==> config.mk <==
export PLATFORM = sky130hd
export DESIGN_NAME = cyclic_code_match_with_tolerance
export DESIGN_NICKNAME = d
export VERILOG_FILES = /design/src/sv/ccm_pkg.sv /design/src/sv/ccm_ram.sv /design/src/sv/ccm_dist.sv /design/src/sv/ccm_regs.sv /design/src/sv/cyclic_code_match_with_tolerance.sv
export SDC_FILE = /design/constraint.sdc
export NUM_CORES = 2
export LEC_CHECK = 0
export BUFFER_PORTS_ARGS = -buffer_cell sky130_fd_sc_hd__buf_2
export CORE_UTILIZATION = 65
export CTS_CLUSTER_DIAMETER = 60
export DETAILED_ROUTE_END_ITERATION = 8
export GPL_ROUTABILITY_DRIVEN = 1
export PLACE_DENSITY = 0.92
export REMOVE_ABC_BUFFERS = 1
export SYNTH_ARGS = -nofsm -noshare
export SYNTH_HDL_FRONTEND = slang
export SYNTH_SLANG_ARGS = --single-unit
==> constraint.sdc <==
create_clock -name clk -period 12.4 [get_ports clk]
set_input_delay 0.62 -clock clk [delete_from_list [all_inputs] [get_ports clk]]
set_output_delay 0.62 -clock clk [all_outputs]
set_load 0.02 [all_outputs]
==> src/sv/ccm_pkg.sv <==
package ccm_pkg;

	localparam int MAX_CODES_DEF    = 64;
	localparam int MAX_CODE_LEN_DEF = 31;

	localparam int CODE_LEN_W  = 5;
	localparam int ERR_W       = 5;
	localparam int COUNT_W     = 7;
	localparam int INDEX_W     = 6;
	localparam int WORD_W      = 31;
	localparam int SLEN_W      = 6;
	localparam int STATUS_W    = 2;
	localparam int APB_ADDR_W  = 4;
	localparam int APB_DATA_W  = 32;
	localparam int S_TDATA_W   = 80;
	localparam int M_TDATA_W   = 8;

	localparam logic [CODE_LEN_W-1:0] CODE_LEN_RST = CODE_LEN_W'(16);

	typedef enum logic [0:0] {
		OP_LOAD  = 1'b0,
		OP_MATCH = 1'b1
	} opcode_t;

	typedef enum logic [STATUS_W-1:0] {
		ST_MATCH   = 2'd0,
		ST_INVALID = 2'd1,
		ST_SHORT   = 2'd2
	} status_t;

	typedef enum logic [1:0] {
		REG_CODE_LENGTH    = 2'd0,
		REG_ALLOWED_ERRORS = 2'd1,
		REG_CODE_COUNT     = 2'd2
	} reg_idx_t;

	typedef struct packed {
		logic [CODE_LEN_W-1:0] code_length;
		logic [ERR_W-1:0]      allowed_errors;
		logic [COUNT_W-1:0]    code_count;
	} cfg_t;

endpackage

==> src/sv/ccm_ram.sv <==
module ccm_ram #(
	parameter int WIDTH = 31,
	parameter int DEPTH = 64,
	localparam int AW = $clog2(DEPTH > 1 ? DEPTH : 2)
) (
	input  logic             clk,
	input  logic             we,
	input  logic [AW-1:0]    waddr,
	input  logic [WIDTH-1:0] wdata,
	input  logic [AW-1:0]    raddr,
	output logic [WIDTH-1:0] rdata
);

	logic [WIDTH-1:0] mem_q [DEPTH];

	always_ff @(posedge clk) begin
		if (we) begin
			mem_q[waddr] <= wdata;
		end
		rdata <= mem_q[raddr];
	end

endmodule

==> src/sv/ccm_dist.sv <==
module ccm_dist #(
	parameter int W = 31
) (
	input  logic [W-1:0]              a,
	input  logic [W-1:0]              b,
	input  logic [ccm_pkg::ERR_W-1:0] limit,
	output logic                      hit
);

	localparam int CW = $clog2(W + 1);

	logic [W-1:0]  diff;
	logic [CW-1:0] ones;

	always_comb begin
		diff = a ^ b;
		ones = '0;
		for (int k = 0; k < W; k++) begin
			ones = ones + CW'(diff[k]);
		end
		hit = 32'(ones) <= 32'(limit);
	end

endmodule

==> src/sv/ccm_regs.sv <==
module ccm_regs (
	input  logic                             clk,
	input  logic                             arst_n,
	input  logic                             psel,
	input  logic                             penable,
	input  logic                             pwrite,
	input  logic [ccm_pkg::APB_ADDR_W-1:0]  paddr,
	input  logic [ccm_pkg::APB_DATA_W-1:0]  pwdata,
	output logic [ccm_pkg::APB_DATA_W-1:0]  prdata,
	output logic                             pready,
	output ccm_pkg::cfg_t                    cfg
);

	ccm_pkg::cfg_t cfg_q;
	logic          wr_en;
	logic          in_map;
	logic [1:0]    reg_sel;

	assign pready  = 1'b1;
	assign wr_en   = psel && penable && pwrite && pready;
	assign reg_sel = paddr[3:2];
	assign in_map  = paddr[1:0] == 2'b00;
	assign cfg     = cfg_q;

	always_ff @(posedge clk or negedge arst_n) begin
		if (!arst_n) begin
			cfg_q.code_length    <= ccm_pkg::CODE_LEN_RST;
			cfg_q.allowed_errors <= '0;
			cfg_q.code_count     <= '0;
		end else if (wr_en && in_map) begin
			case (reg_sel)
				ccm_pkg::REG_CODE_LENGTH:
					cfg_q.code_length <= pwdata[ccm_pkg::CODE_LEN_W-1:0];
				ccm_pkg::REG_ALLOWED_ERRORS:
					cfg_q.allowed_errors <= pwdata[ccm_pkg::ERR_W-1:0];
				ccm_pkg::REG_CODE_COUNT:
					cfg_q.code_count <= pwdata[ccm_pkg::COUNT_W-1:0];
				default: ;
			endcase
		end
	end

	always_comb begin
		prdata = '0;
		if (in_map) begin
			case (reg_sel)
				ccm_pkg::REG_CODE_LENGTH:
					prdata = ccm_pkg::APB_DATA_W'(cfg_q.code_length);
				ccm_pkg::REG_ALLOWED_ERRORS:
					prdata = ccm_pkg::APB_DATA_W'(cfg_q.allowed_errors);
				ccm_pkg::REG_CODE_COUNT:
					prdata = ccm_pkg::APB_DATA_W'(cfg_q.code_count);
				default: prdata = '0;
			endcase
		end
	end

endmodule

==> src/sv/cyclic_code_match_with_tolerance.sv <==
// Rotation-tolerant code matcher. A load item (tuser 0) writes one reference code into the
// table. A match item (tuser 1) compares the first code_length received bits with each
// cyclic rotation of codes 0 .. code_count-1 and returns the first code within
// allowed_errors bit differences, or invalid / too short. One shared rotate-and-popcount
// unit checks one rotation per cycle; each code is searched by a table read, a fetch and a
// rotation walk, and the walk stops early when a rotation hits. The length check or an
// empty table decides the result without a search.
// The block takes no item during a search; a result held by m_tready stalls the next match.
module cyclic_code_match_with_tolerance #(
	parameter int MAX_CODES    = ccm_pkg::MAX_CODES_DEF,
	parameter int MAX_CODE_LEN = ccm_pkg::MAX_CODE_LEN_DEF
) (
	input  logic                            clk,
	input  logic                            arst_n,
	input  logic                            psel,
	input  logic                            penable,
	input  logic                            pwrite,
	input  logic [ccm_pkg::APB_ADDR_W-1:0] paddr,
	input  logic [ccm_pkg::APB_DATA_W-1:0] pwdata,
	output logic [ccm_pkg::APB_DATA_W-1:0] prdata,
	output logic                            pready,
	input  logic                            s_tvalid,
	output logic                            s_tready,
	// code_index[5:0], code_word[36:6], signal_bits[67:37], signal_length[73:68], zeros
	input  logic [ccm_pkg::S_TDATA_W-1:0]  s_tdata,
	// opcode[0]
	input  logic                            s_tuser,
	output logic                            m_tvalid,
	input  logic                            m_tready,
	// status[1:0], matched_index[7:2]
	output logic [ccm_pkg::M_TDATA_W-1:0]  m_tdata
);

	localparam int L     = MAX_CODE_LEN;
	localparam int IDX_W = $clog2(MAX_CODES > 1 ? MAX_CODES : 2);
	localparam int CNT_W = $clog2(MAX_CODES + 1);
	localparam int LW    = ccm_pkg::CODE_LEN_W;

	typedef enum logic [2:0] {
		S_IDLE,
		S_READ,
		S_FETCH,
		S_CMP,
		S_FIN
	} state_t;

	ccm_pkg::cfg_t cfg;

	logic [ccm_pkg::INDEX_W-1:0] in_index;
	logic [ccm_pkg::WORD_W-1:0]  in_word;
	logic [ccm_pkg::WORD_W-1:0]  in_sig;
	logic [ccm_pkg::SLEN_W-1:0]  in_slen;
	logic                        in_accept;

	logic [LW-1:0]    len;
	logic [CNT_W-1:0] cnt;
	logic [L-1:0]     mask;
	logic [L-1:0]     top;

	state_t                         state_q;
	logic [LW-1:0]                  len_q;
	logic [CNT_W-1:0]               cnt_q;
	logic [CNT_W-1:0]               idx_q;
	logic [LW-1:0]                  rot_q;
	logic [L-1:0]                   mask_q;
	logic [L-1:0]                   top_q;
	logic [L-1:0]                   prefix_q;
	logic [L-1:0]                   win_q;
	logic [ccm_pkg::ERR_W-1:0]      err_q;
	ccm_pkg::status_t               res_status_q;
	logic [ccm_pkg::INDEX_W-1:0]    res_index_q;
	logic                           m_tvalid_q;
	logic [ccm_pkg::M_TDATA_W-1:0]  m_tdata_q;

	logic             ram_we;
	logic [IDX_W-1:0] ram_waddr;
	logic [L-1:0]     ram_wdata;
	logic [L-1:0]     ram_rdata;
	logic             hit;

	assign in_index  = s_tdata[5:0];
	assign in_word   = s_tdata[36:6];
	assign in_sig    = s_tdata[67:37];
	assign in_slen   = s_tdata[73:68];
	assign s_tready  = state_q == S_IDLE;
	assign in_accept = s_tvalid && s_tready;
	assign m_tvalid  = m_tvalid_q;
	assign m_tdata   = m_tdata_q;

	assign ram_we    = in_accept && s_tuser == ccm_pkg::OP_LOAD
		&& 32'(in_index) < 32'(MAX_CODES);
	assign ram_waddr = IDX_W'(in_index);
	assign ram_wdata = L'(in_word);

	always_comb begin
		len  = (32'(cfg.code_length) > 32'(L)) ? LW'(L) : cfg.code_length;
		cnt  = (32'(cfg.code_count) > 32'(MAX_CODES)) ? CNT_W'(MAX_CODES)
			: CNT_W'(cfg.code_count);
		mask = {L{1'b1}} >> (32'(L) - 32'(len));
		top  = (len == '0) ? '0 : (L'(1) << (len - LW'(1)));
	end

	ccm_regs u_regs (
		.clk     (clk),
		.arst_n  (arst_n),
		.psel    (psel),
		.penable (penable),
		.pwrite  (pwrite),
		.paddr   (paddr),
		.pwdata  (pwdata),
		.prdata  (prdata),
		.pready  (pready),
		.cfg     (cfg)
	);

	ccm_ram #(
		.WIDTH (L),
		.DEPTH (MAX_CODES)
	) u_ram (
		.clk   (clk),
		.we    (ram_we),
		.waddr (ram_waddr),
		.wdata (ram_wdata),
		.raddr (idx_q[IDX_W-1:0]),
		.rdata (ram_rdata)
	);

	ccm_dist #(
		.W (L)
	) u_dist (
		.a     (win_q),
		.b     (prefix_q),
		.limit (err_q),
		.hit   (hit)
	);

	always_ff @(posedge clk or negedge arst_n) begin
		if (!arst_n) begin
			state_q      <= S_IDLE;
			len_q        <= '0;
			cnt_q        <= '0;
			idx_q        <= '0;
			rot_q        <= '0;
			mask_q       <= '0;
			top_q        <= '0;
			prefix_q     <= '0;
			win_q        <= '0;
			err_q        <= '0;
			res_status_q <= ccm_pkg::ST_INVALID;
			res_index_q  <= '0;
			m_tvalid_q   <= 1'b0;
			m_tdata_q    <= '0;
		end else begin
			if (m_tvalid_q && m_tready && state_q != S_FIN) begin
				m_tvalid_q <= 1'b0;
			end
			case (state_q)
				S_IDLE: begin
					if (in_accept && s_tuser == ccm_pkg::OP_MATCH) begin
						len_q        <= len;
						cnt_q        <= cnt;
						idx_q        <= '0;
						mask_q       <= mask;
						top_q        <= top;
						prefix_q     <= L'(in_sig) & mask;
						err_q        <= cfg.allowed_errors;
						res_index_q  <= '0;
						if (in_slen == '0) begin
							res_status_q <= ccm_pkg::ST_INVALID;
							state_q      <= S_FIN;
						end else if (in_slen < {1'b0, len}) begin
							res_status_q <= ccm_pkg::ST_SHORT;
							state_q      <= S_FIN;
						end else if (len == '0 || cnt == '0) begin
							res_status_q <= ccm_pkg::ST_INVALID;
							state_q      <= S_FIN;
						end else begin
							res_status_q <= ccm_pkg::ST_INVALID;
							state_q      <= S_READ;
						end
					end
				end
				S_READ: begin
					state_q <= S_FETCH;
				end
				S_FETCH: begin
					win_q   <= ram_rdata & mask_q;
					rot_q   <= '0;
					state_q <= S_CMP;
				end
				S_CMP: begin
					if (hit) begin
						res_status_q <= ccm_pkg::ST_MATCH;
						res_index_q  <= ccm_pkg::INDEX_W'(idx_q);
						state_q      <= S_FIN;
					end else if (rot_q == len_q - LW'(1)) begin
						idx_q <= idx_q + CNT_W'(1);
						if (idx_q + CNT_W'(1) == cnt_q) begin
							state_q <= S_FIN;
						end else begin
							state_q <= S_READ;
						end
					end else begin
						win_q <= (win_q >> 1) | (win_q[0] ? top_q : '0);
						rot_q <= rot_q + LW'(1);
					end
				end
				S_FIN: begin
					if (!m_tvalid_q || m_tready) begin
						m_tvalid_q <= 1'b1;
						m_tdata_q  <= {res_index_q, res_status_q};
						state_q    <= S_IDLE;
					end
				end
				default: state_q <= S_IDLE;
			endcase
		end
	end

endmodule

Word level (Yosys, flattened, before mapping)
Memory sizes are Yosys's and may differ from the RTL's. A register that Yosys moved wholly into a read port is not among the register bits.
Index checks and enable logic that the tools add are counted.
{"block": "classes", "order_cmp": 3, "reduce_logical": 28, "shift": 2, "eq_ne": 16, "mux": 37, "add_sub_neg": 35, "bitwise": 5}
{"cell": "adder 5 x 1 -> 5 bit", "count": 29}
{"cell": "2-to-1 mux 31 bit", "count": 4}
{"cell": "bitwise AND 31 bit", "count": 2}
{"cell": "case mux 31 bit (2 select lines)", "count": 1}
{"cell": "2-to-1 mux 32 bit", "count": 1}
{"cell": ">> shifter 31 x 32 -> 31 bit (first input constant)", "count": 1}
{"cell": "OR 30 x 31 -> 31 bit", "count": 1}
{"cell": "left shift 1 x 5 -> 31 bit (first input constant)", "count": 1}
{"cell": "bitwise XOR 31 bit", "count": 1}
{"cell": "2-to-1 mux 7 bit", "count": 4}
{"cell": "2-to-1 mux 3 bit", "count": 8}
{"cell": "case mux 7 bit (3 select lines)", "count": 1}
{"cell": "case mux 3 bit (5 select lines)", "count": 1}
{"cell": "case mux 7 bit (2 select lines)", "count": 1}
{"cell": "2-to-1 mux 6 bit", "count": 2}
{"cell": "case mux 6 bit (2 select lines)", "count": 1}
{"cell": "2-to-1 mux 5 bit", "count": 2}
{"cell": "!= test 2 bit (second input constant)", "count": 5}
{"cell": "case mux 5 bit (2 select lines)", "count": 1}
{"cell": "AND reduction 2 bit", "count": 5}
{"cell": "subtractor 5 x 1 -> 5 bit (second input constant)", "count": 2}
{"cell": "AND reduction 3 bit", "count": 3}
{"cell": "logical AND 1 bit", "count": 8}
{"cell": "2-to-1 mux 2 bit", "count": 4}
{"cell": "28 further kinds", "count": 37}
{"block": "word_totals", "in_bits": 124, "mem_count": 1, "out_inout_bits": 43, "mem_bits_rw": 1984, "word_cells": 144, "register_bits": 190}
{"memory": "u_ram.mem_q", "words": 64, "word_bits": 31, "rd": 1, "rd_clocked_by_memory_dff": 1, "wr": 1, "line_no": "ccm_ram.sv:14", "text": "logic [WIDTH-1:0] mem_q [DEPTH];"}

Depth between registers and ports, before layout
{"block": "depth", "word_depth": 34, "mapped_depth": 29, "ltp_nobuf": 25}

Hierarchy
Synthesis repeated with hierarchy kept, for this count alone.
{"block": "unflattened", "hier_cells": 4394, "hier_area_um2": 86324.0}
{"mod": "ccm_ram", "area_each_um2": 76305.7, "seq_area_each_um2": 60197.7, "cells_per_inst": 3418, "n_inst": 1}
{"mod": "cyclic_code_match_with_tolerance", "area_each_um2": 7895.1, "seq_area_each_um2": 4305.4, "cells_per_inst": 777, "n_inst": 1}
{"mod": "ccm_dist", "area_each_um2": 1072.3, "seq_area_each_um2": 0.0, "cells_per_inst": 105, "n_inst": 1}
{"mod": "ccm_regs", "area_each_um2": 1051.0, "seq_area_each_um2": 426.7, "cells_per_inst": 94, "n_inst": 1}

Least setup slack after synthesis
No wires, ideal clock.
{"block": "synth_path", "path_type": "register to register", "from": "reg win_q[0]", "to": "reg win_q[10]", "stages_incl_launch_ff": 29, "arrival_ns": 6.870, "n_path_buf": 4, "required_time_ns": 12.275, "setup_time_ns": 0.125, "period_less_slack_ns": 6.995, "slack_ns": 5.405, "path_cell_list": "dfrtp_1 -> clkbuf_1 -> clkbuf_1 -> xor2_1 -> ha_1 -> inv_1 -> fa_1 -> fa_1 -> fa_1 -> fa_1 -> fa_1 -> inv_1 -> fa_1 -> ha_1 -> inv_1 -> fa_1 -> inv_1 -> a21o_1 -> a21oi_1 -> xnor2_1 -> ha_1 -> and3_1 -> a211oi_1 -> a211oi_4 -> a21boi_4 -> nand2b_1 -> buf_6 -> buf_8 -> mux2_4"}
{"block": "synth_via", "elab_chain_cells": 34, "elab_cells_between_ends": 39, "classes_between": "30 x add/sub; 1 x order compare; 1 x eq/ne; 4 x mux; 2 x bitwise; 1 x reduce/logical"}
{"element": "start: declaration", "line_no": "cyclic_code_match_with_tolerance.sv:68", "text": "logic [L-1:0] win_q;"}
{"element": "start signal: assignment", "line_no": "cyclic_code_match_with_tolerance.sv:187", "text": "win_q <= ram_rdata & mask_q;"}
{"element": "start signal: assignment", "line_no": "cyclic_code_match_with_tolerance.sv:204", "text": "win_q <= (win_q >> 1) | (win_q[0] ? top_q : '0);"}
{"element": "bitwise XOR 31 bit", "line_no": "ccm_dist.sv:16", "text": "diff = a ^ b;"}
{"element": "adder 1 x 1 -> 2 bit", "line_no": "ccm_dist.sv:19", "text": "ones = ones + CW'(diff[k]);"}
{"element": "adder 5 x 1 -> 5 bit (29 in series)", "line_no": "ccm_dist.sv:19"}
{"element": "less-or-equal comparator 5 bit", "line_no": "ccm_dist.sv:21", "text": "hit = 32'(ones) <= 32'(limit);"}
{"element": "!= test 2 bit (no source line)"}
{"element": "AND reduction 3 bit (no source line)"}
Several ways; a longest one is shown, not always the timed one. The select of a mux whose other input is x is not followed.
A chain may end at the register's enable or synchronous reset.

Worst setup path after layout
{"block": "layout_path", "from": "reg win_q[28]", "to": "reg win_q[30]"}
{"block": "layout_via", "elab_chain_cells": 7}
{"element": "bitwise XOR 31 bit", "line_no": "ccm_dist.sv:16"}
{"element": "adder 5 x 1 -> 5 bit (3 in series)", "line_no": "ccm_dist.sv:19"}
{"element": "less-or-equal comparator 5 bit", "line_no": "ccm_dist.sv:21"}
{"element": "!= test 2 bit (no source line)"}
{"element": "AND reduction 3 bit (no source line)"}
No other way between the ends.

==> metrics.txt <==
status finished, violations left; failing checks DRC; core area 131000 sq um; Synth Register Bits 2204; commonest non-fill, non-tap cell in the layout edfxtp_1; vias in the first global route 48000; Max Slew Vio Count 0; initial antenna violation count 23; VDD IR-drop max 0.523 mV; RSZ-0062 raised after global routing no; DIE AREA 134000 sq um; Ys Warns 0; FF-to-FF setup slack 4.82 ns; fin crit period 7.58 ns; PD cells 184 nW/um^2; DR pass1 iterations 9; clock transition at the registers of the reported paths 0.07 ns; Starting Density 0.656; via count 48600; I/O Buffers 109; Max H-tree Level 4; placed cell areas 89100 sq um; global route overflow 0; Post-synth EDFFs 1984; Final HPWL DP 131000 um; via/cell ratio 7.78; I/O Pins 167; setup violators final 0; post-route cell area 95900 sq um; Final Util 0.729; Worst Path Arrival 8.33 ns; share of cells above drive strength 1 0.273; Synth cell types 60; Critical Path Source win_q[28]; Critical Path Fanout Max 32; final hold violation count 0; row count 133; CTS tree done; Startpoint Class flop; layout overhead on the synthesized area 11.2%; fin crit share 0.611; kind of critical path reg2reg; fin nets 4480; GRT Resource Usage Total 0.396; worst slew pin tran 1.41 ns; P_leak 30.5 nW; Setup crit end win_q[30]; clk_skew 0.0485 ns; drt initial violations 9388; Fin Hold WS 0.0294 ns; routability cong. 0.868; clk sinks 2204; Fmax achieved 132 MHz; Worst R2R Start win_q[28]; Die H 366 um; DRC 1; R2R Path End win_q[30]; Worst setup EP type flop; Mapped Area 86200 sq um; cell mode on critical path fa_1; Clk Latency, worst-skew pair 0.89 ns; TritonCTS Buffers 202; Slew headroom 0.0613; most frequent cells in the layout edfxtp_1, mux4_2, clkbuf_16; global-route wire length before repair 367000 um; hold crit path type in2reg; largest net degree at the start of global routing 143; post-synthesis sequential area ratio 0.753; slowest cell on the critical path fa_1; worst-case clock buffer depth 3; drt total wl 261000 um; average wire per standard cell 41.9 um; Worst Reg2Reg Path Length in Cells 25; Post-CTS Setup Bufs 0; Synth Flop Type edfxtp_1; CP peak stage delay 0.56 ns; clock root buffer clkbuf_16; Synth Area per Inst 21.0 sq um; Max Cap Viol 0; ys async rst share 0.0858; CP required 13.15 ns; Post-Syn Instances 4108; remaining antenna violation count after routing 0; post-CTS sizing 0; Die W 366 um
[state kept, by name, summed over array words and instances, names as in the netlist, 8 cells and up]
name,count
top_q,31
prefix_q,31
win_q,31
u_regs.cfg,17
u_ram.rdata,31
u_ram.mem_q,1984
mask_q,31
m_tdata,8
[power by group]
part	internal [W]	switching, W	leakage (nW)
Combinational	0.00112	0.00174	6.66
Clock	0.00345	0.00297	3.22
Sequential	0.00823	0.000121	20.7
[through the flow]
step                worst slack (ns)  TNS [ns]  power [W]  std cells
finish                          4.82         0     0.0176       6239
detailed placement              5.03         0     0.0112       5845
CTS                             4.90         0     0.0176       6231
global route                    4.57         0     0.0182       6234
floorplan                      -8.85   -314.19     0.0105       3884
global placement                5.04         0     0.0111       5845
[critical path, delay by kind of cell (launching register included)]
family	cells	cell delay, ns
DFF	1	0.47
and+or+nand+nor	3	0.58
adders and majority gates	9	3.92
buffers and inverters	6	0.84
AOI/OAI and AO/OA	4	0.84
xor gates and xnor gates	2	0.39
muxes	1	0.42
[layer usage]
| metal | global-route usage | wire length [um] | vias to the layer above |
|---|---|---|---|
| li1 | - | - | 17200 |
| met1 | 0.498 | 79700 | 24500 |
| met2 | 0.612 | 124000 | 5575 |
| met3 | 0.109 | 35800 | 1255 |
| met4 | 0.261 | 21900 | 24 |
| met5 | 0 | 164 | - |
[cells in the mapped netlist, drive strengths merged (2+ instances only)]
| master | n | area, sq um |
|---|---|---|
| and3 | 9 | 56.3 |
| fa | 23 | 460 |
| a21o | 16 | 120 |
| mux2 | 57 | 747 |
| nand3 | 69 | 345 |
| nor2 | 129 | 484 |
| nand2b | 12 | 75.1 |
| buf | 162 | 918 |
| nor3b | 5 | 42.5 |
| nand2 | 168 | 631 |
| or2 | 4 | 25.0 |
| dfrtp | 187 | 4680 |
| and2 | 4 | 25.0 |
| o31ai | 10 | 88.8 |
| conb | 2 | 7.51 |
| a21oi | 49 | 245 |
| o22ai | 87 | 544 |
| o211ai | 3 | 22.5 |
| a211oi | 41 | 320 |
| ha | 23 | 288 |
| o21ai | 94 | 470 |
| a31oi | 5 | 31.3 |
| dfxtp | 31 | 621 |
| nor4 | 9 | 56.3 |
| mux2i | 41 | 410 |
| xnor2 | 39 | 342 |
| o31a | 2 | 17.5 |
| dfstp | 2 | 52.6 |
| nand4 | 7 | 43.8 |
| edfxtp | 1984 | 59600 |
| nand3b | 11 | 82.6 |
| inv | 52 | 195 |
| or4 | 3 | 22.5 |
| nor2b | 23 | 144 |
| o21a | 2 | 15.0 |
| xor2 | 11 | 96.3 |
| or3 | 11 | 68.8 |
| a22o | 16 | 140 |
| clkbuf | 86 | 323 |
| a211o | 2 | 17.5 |
| nor3 | 27 | 140 |
| mux4 | 582 | 13100 |
[worst min-delay path by stage]
stage	cells past startpoint	from	end
after floorplan	0	arst_n	cnt_q[0]
after global placement	2	top_q[0]	top_q[0]
after detailed placement	2	res_index_q[2]	res_index_q[2]
after CTS	2	pwdata[2]	u_regs.cfg[14]
after global routing	3	s_tdata[41]	prefix_q[4]
final	3	s_tdata[37]	prefix_q[0]
[layout make-up]
type	instances	area [sq um]
Clock inverter	122	1270
Clock buffer	248	5310
Inverter	52	195
Antenna cell	8	20.0
Timing Repair Buffer	222	1510
Tap cell	1755	2200
Fill cell	6478	35600
Sequential cell	2204	64900
Multi-Input combinational cell	1628	20400
[cells by family (layout without fill, tap and decap cells)]
| group | count (synthesis) | after routing | share of synthesized area |
|---|---|---|---|
| DFF | 2204 | 2204 | 0.753 |
| muxes | 680 | 680 | 0.166 |
| and+or+nand+nor | 493 | 493 | 0.0262 |
| AOI/OAI and AO/OA | 333 | 333 | 0.0243 |
| buffers and inverters | 300 | 644 | 0.0167 |
| xor gates and xnor gates | 50 | 50 | 0.00508 |
| adders and majority gates | 46 | 46 | 0.00868 |
| other | 2 | 34 | 0.0000871 |
[timing repair]
item                                    in CTS  in global routing
endpoints found under the hold margin      119                  0
endpoints found under the setup margin       0                  0
hold buffers                                16                  0
No activity file was read; power rests on OpenSTA's default activity.
